$ cat src/rtl/lcl_pkg.sv
// ----------------------------------------------------------------------------
// lcl_pkg
// Shared types and constants of the line/column locator: item and result
// structs, mode codes, controller commands and datapath status.
// ----------------------------------------------------------------------------
package lcl_pkg;

  localparam int MAX_LINES_DEF   = 1024;
  localparam int OFFSET_BITS_DEF = 24;

  localparam int LINE_W = 10;
  localparam int COL_W  = 24;
  localparam int QOFS_W = 24;

  localparam logic [7:0] NEWLINE_CHAR = 8'h0A;

  localparam logic [1:0] MODE_BYTE  = 2'd0;
  localparam logic [1:0] MODE_CLOSE = 2'd1;
  localparam logic [1:0] MODE_QUERY = 2'd2;

  typedef struct packed {
    logic [1:0]        mode;
    logic [7:0]        source_byte;
    logic [QOFS_W-1:0] query_offset;
    logic              null_query;
  } lcl_in_t;

  typedef struct packed {
    logic [LINE_W-1:0] line_index;
    logic [COL_W-1:0]  column_index;
    logic [QOFS_W-1:0] echoed_offset;
    logic              query_error;
  } lcl_out_t;

  typedef enum logic [2:0] {
    CMD_NONE,
    CMD_BYTE,
    CMD_CLOSE,
    CMD_QUICK,
    CMD_SEARCH_INIT,
    CMD_SEARCH_STEP,
    CMD_FINISH
  } lcl_cmd_t;

  typedef struct packed {
    logic query_bad;
    logic search_more;
  } lcl_stat_t;

endpackage

$ cat src/rtl/lcl_ctrl.sv
// ----------------------------------------------------------------------------
// lcl_ctrl
// Controller of the locator: decodes each accepted item and sequences the
// bisection search and the final column computation.
// ----------------------------------------------------------------------------
module lcl_ctrl
  import lcl_pkg::*;
(
  input  logic      clk,
  input  logic      rst,
  input  logic      start,
  input  lcl_in_t   item,
  input  lcl_stat_t stat,
  output lcl_cmd_t  cmd,
  output logic      busy
);

  typedef enum logic [1:0] {
    ST_IDLE,
    ST_SEARCH,
    ST_FINISH
  } state_t;

  state_t state;
  state_t state_next;

  always_comb begin
    cmd        = CMD_NONE;
    state_next = state;
    unique case (state)
      ST_IDLE: begin
        if (start) begin
          priority if (item.mode == MODE_BYTE) begin
            cmd = CMD_BYTE;
          end else if (item.mode == MODE_CLOSE) begin
            cmd = CMD_CLOSE;
          end else if (item.mode == MODE_QUERY) begin
            if (item.null_query || stat.query_bad) begin
              cmd = CMD_QUICK;
            end else begin
              cmd        = CMD_SEARCH_INIT;
              state_next = ST_SEARCH;
            end
          end else begin
            cmd = CMD_NONE;
          end
        end
      end
      ST_SEARCH: begin
        cmd = CMD_SEARCH_STEP;
        if (!stat.search_more) begin
          state_next = ST_FINISH;
        end
      end
      ST_FINISH: begin
        cmd        = CMD_FINISH;
        state_next = ST_IDLE;
      end
      default: begin
        state_next = ST_IDLE;
      end
    endcase
  end

  always_ff @(posedge clk) begin
    if (rst) begin
      state <= ST_IDLE;
    end else begin
      state <= state_next;
    end
  end

  assign busy = (state != ST_IDLE);

endmodule

$ cat config.mk
export PLATFORM = sky130hd
export DESIGN_NAME = lcl_ctrl
export DESIGN_NICKNAME = d
export VERILOG_FILES = /design/src/rtl/lcl_pkg.sv /design/src/rtl/lcl_ctrl.sv
export SDC_FILE = /design/constraint.sdc
export NUM_CORES = 1
export LEC_CHECK = 0
export ABC_AREA = 1
export BUFFER_PORTS_ARGS = -buffer_cell sky130_fd_sc_hd__buf_2
export CORE_AREA = 2 2 39 41
export CTS_BUF_LIST = sky130_fd_sc_hd__clkbuf_2 sky130_fd_sc_hd__clkbuf_4 sky130_fd_sc_hd__clkbuf_8
export DETAILED_ROUTE_END_ITERATION = 7
export DIE_AREA = 0 0 41 43
export PLACE_DENSITY = 0.67
export SETUP_SLACK_MARGIN = 0.5
export SLEW_MARGIN = 40
export SYNTH_ARGS = -nofsm -noshare
export SYNTH_HDL_FRONTEND = slang
export SYNTH_SLANG_ARGS = --single-unit
$ cat constraint.sdc
create_clock -name clk -period 1.7 [get_ports clk]
set_input_delay 0.17 -clock clk [delete_from_list [all_inputs] [get_ports clk]]
set_output_delay 0.17 -clock clk [all_outputs]
set_load 0.05 [all_outputs]
==> results_dict.tcl <==
set metrics [dict create \
    slew_viol_final 0 \
    path_cells "inv_4 -> ha_4 -> nand2_2 -> inv_2 -> nand4_1 -> o21ai_2 -> buf_6" \
    syn_area_um2 262 \
    p_seq_share_pct 15.9 \
    first_iter_violations 3 \
    antenna_found_initial 0 \
    grt-ovfl-total 0 \
    top_register "state" \
    cts_buffer_depth 2 \
    power_density_nw_per_um2 571 \
    die_area_um2 1760 \
    hp-class "in -> reg" \
    required_ps 1530 \
    ios 44 \
    grt_pass1_wl_um 1210 \
    cts_tree "yes" \
    dp.cells 69 \
    min_period_ps 1390 \
    hold_viol 0 \
    max-vdd-ir-drop_mv 0.241 \
    stdcell_count 82 \
    top_regs "state (2)" \
    grt_pass1_vias 348 \
    rsz0062_at_grt "yes" \
    fp.dieH_um 43 \
    post_drt_via_cell_ratio 4.17 \
    fmax_mhz 721 \
    clock_latency_ps 230 \
    areaGrowthSynthToFinish_pct 105 \
    finalSetupViolations 0 \
    crit_family "flip-flops" \
    synth_fp_nets 86 \
    synthCells 42 \
    p_comb_share_pct 41.2 \
    drive_gt1_share_pct 71.2 \
    clock_skew_ps 10.4 \
    worstSetupPathType "reg -> out" \
    largest_reg_flops 2 \
    crit_fanout 3 \
    avgSynthCellArea_um2 6.23 \
    max_stage_delay_ps 350 \
    n_antenna_cell 0 \
    crit_slowest_cell "dfxtp_4" \
    wirelength_um 663 \
    dp_hpwl_um 488 \
    timing.final.crit_share_pct 81.6 \
    io_buffers 11 \
    wl_per_cell_um 8.09 \
    max-slew-margin-rel_pct 82.2 \
    p_sw_uw 104 \
    yosys_register_bits 2 \
    via_count 342 \
    clkPwrFrac_pct 42.9 \
    final_core_utilization_pct 38.8 \
    drt_pass1_iterations 2 \
    clkSinkCount 2 \
    place_congestion 0.721 \
    swShare_pct 34.0 \
    die_w_um 41 \
    critPathBufInv 3 \
    htree_num_levels 1 \
    startpoint_type "flop" \
    power.internal_uw 203 \
    fin_nets 111 \
    place_area_um2 388 \
    p_leak_nw 0.265 \
    rows 14 \
    outcome "complete, no violations" \
    antenna_left 0 \
    dp_slack_ps 337 \
    start_util_pct 18.9 \
    grt_max_degree 6 \
    worstMarginPinSlew_ps 264 \
    yosysWarnings 0 \
    maxCapViolCount 0 \
    finish.instance_area_um2 537 \
    cts_made_buffers 3 \
    core-area_um2 1380 \
    cp_data_arrival_time_ps 1220 \
    drc 0 \
    grt_usage_pct 9.91 \
    cts_root_buffer "clkbuf_4" \
    layout_setup_ws_ps 313 \
    critPathCaptureType "output port" \
    setup_tns_ps 0 \
    synth_cell_types 14 \
    path_clk_slew_ps 40 \
    seq_area_frac_synth_pct 15.3 \
]
-- through the flow --
step	hold slack (ps)	power, mW
after global routing	113	0.331
after detailed placement	342	0.150
final	107	0.307
after CTS	101	0.313
after global placement	346	0.149
after floorplan	223	0.125
-- cell usage in the layout (no fill, tap or decap) --
| cell | netlist | routed |
|---|---|---|
| nand2_2 | 1 | 2 |
| nand4_1 | 2 | 2 |
| nand2_1 | 8 | 7 |
| ha_4 | 0 | 1 |
| inv_4 | 0 | 2 |
| dfxtp_4 | 0 | 2 |
| nor2_1 | 3 | 2 |
| nand3_2 | 1 | 3 |
| buf_6 | 0 | 4 |
| buf_8 | 0 | 1 |
| clkbuf_4 | 0 | 4 |
| buf_2 | 0 | 7 |
| a21oi_2 | 1 | 2 |
| inv_2 | 1 | 2 |
| inv_6 | 0 | 1 |
| a21oi_4 | 0 | 1 |
| o21ai_0 | 4 | 2 |
| ha_2 | 0 | 1 |
| o21ai_2 | 0 | 2 |
| nor2_2 | 3 | 4 |
| buf_4 | 0 | 8 |
| inv_1 | 8 | 4 |
| ha_1 | 4 | 2 |
-- cell type report --
class	count	area (um2)
multi-input cells	31	240
clock buffers	4	30.0
fillers	141	847
well taps	16	20.0
inverters	9	43.8
flip-flops and latches	2	47.5
repair buffers	20	155
-- repair_timing --
item,in CTS,in global routing
pin swaps,4,5
resized for setup,16,2
endpoints found under the hold margin,0,0
setup buffers,8,1
hold buffers,0,0
setup endpoints to repair,5,6
-- cells by family after synthesis --
| kind of cell | count (synthesis) | share of synthesized area, % |
|---|---|---|
| AO/OA/AOI/OAI | 7 | 14.8 |
| adder cells (fa/ha/maj) | 4 | 19.1 |
| buffers and inverters | 9 | 12.9 |
| flip-flops | 2 | 15.3 |
| AND/OR/NAND/NOR | 20 | 37.8 |
-- final timing paths --
check             slack, ps       end      from  cells past startpoint
setup / recovery        310    cmd[1]  state[0]                      7
hold / removal          110  state[0]       rst                      2
setup reg to reg        400  state[1]  state[0]                      9
hold reg to reg         700  state[1]  state[1]                      5
-- worst reg2reg max path, delay by kind of cell (launching register included) --
kind / cells / cell delay [ps]
and+or+nand+nor: 6 / 510
buffers and inverters: 2 / 180
DFF: 1 / 350
adders and majority gates: 1 / 180
-- layer usage --
layer  GRT usage, %  part of all wire [%]  wire (um)  vias up
met5              0                     0          0        -
li1               -                     -          -      184
met2           18.8                    60        400        4
met4           4.00                     0          0        0
met1           9.55                    37        243      154
met3           1.57                   2.9         19        0
-- Yosys cell counts --
cell type  instances  area (um2)
a21oi_1            2        10.0
a21oi_2            1        8.76
dfxtp_1            2        40.0
ha_1               4        50.1
inv_1              8        30.0
inv_2              1        3.75
nand2_1            8        30.0
nand2_2            1        6.26
nand3_1            2        10.0
nand3_2            1        10.0
nand4_1            2        12.5
nor2_1             3        11.3
nor2_2             3        18.8
o21ai_0            4        20.0
-- power by group through the flow --
stage / Sequential (mW) / Combinational, mW / Clock [mW]
floorplan: 0.0512 / 0.0742 / 0
global placement: 0.0517 / 0.0972 / 0
detailed placement: 0.0519 / 0.0981 / 0
CTS: 0.0487 / 0.126 / 0.138
global route: 0.0489 / 0.137 / 0.145
finish: 0.0488 / 0.126 / 0.131
No activity file was read; power rests on OpenSTA's default activity.
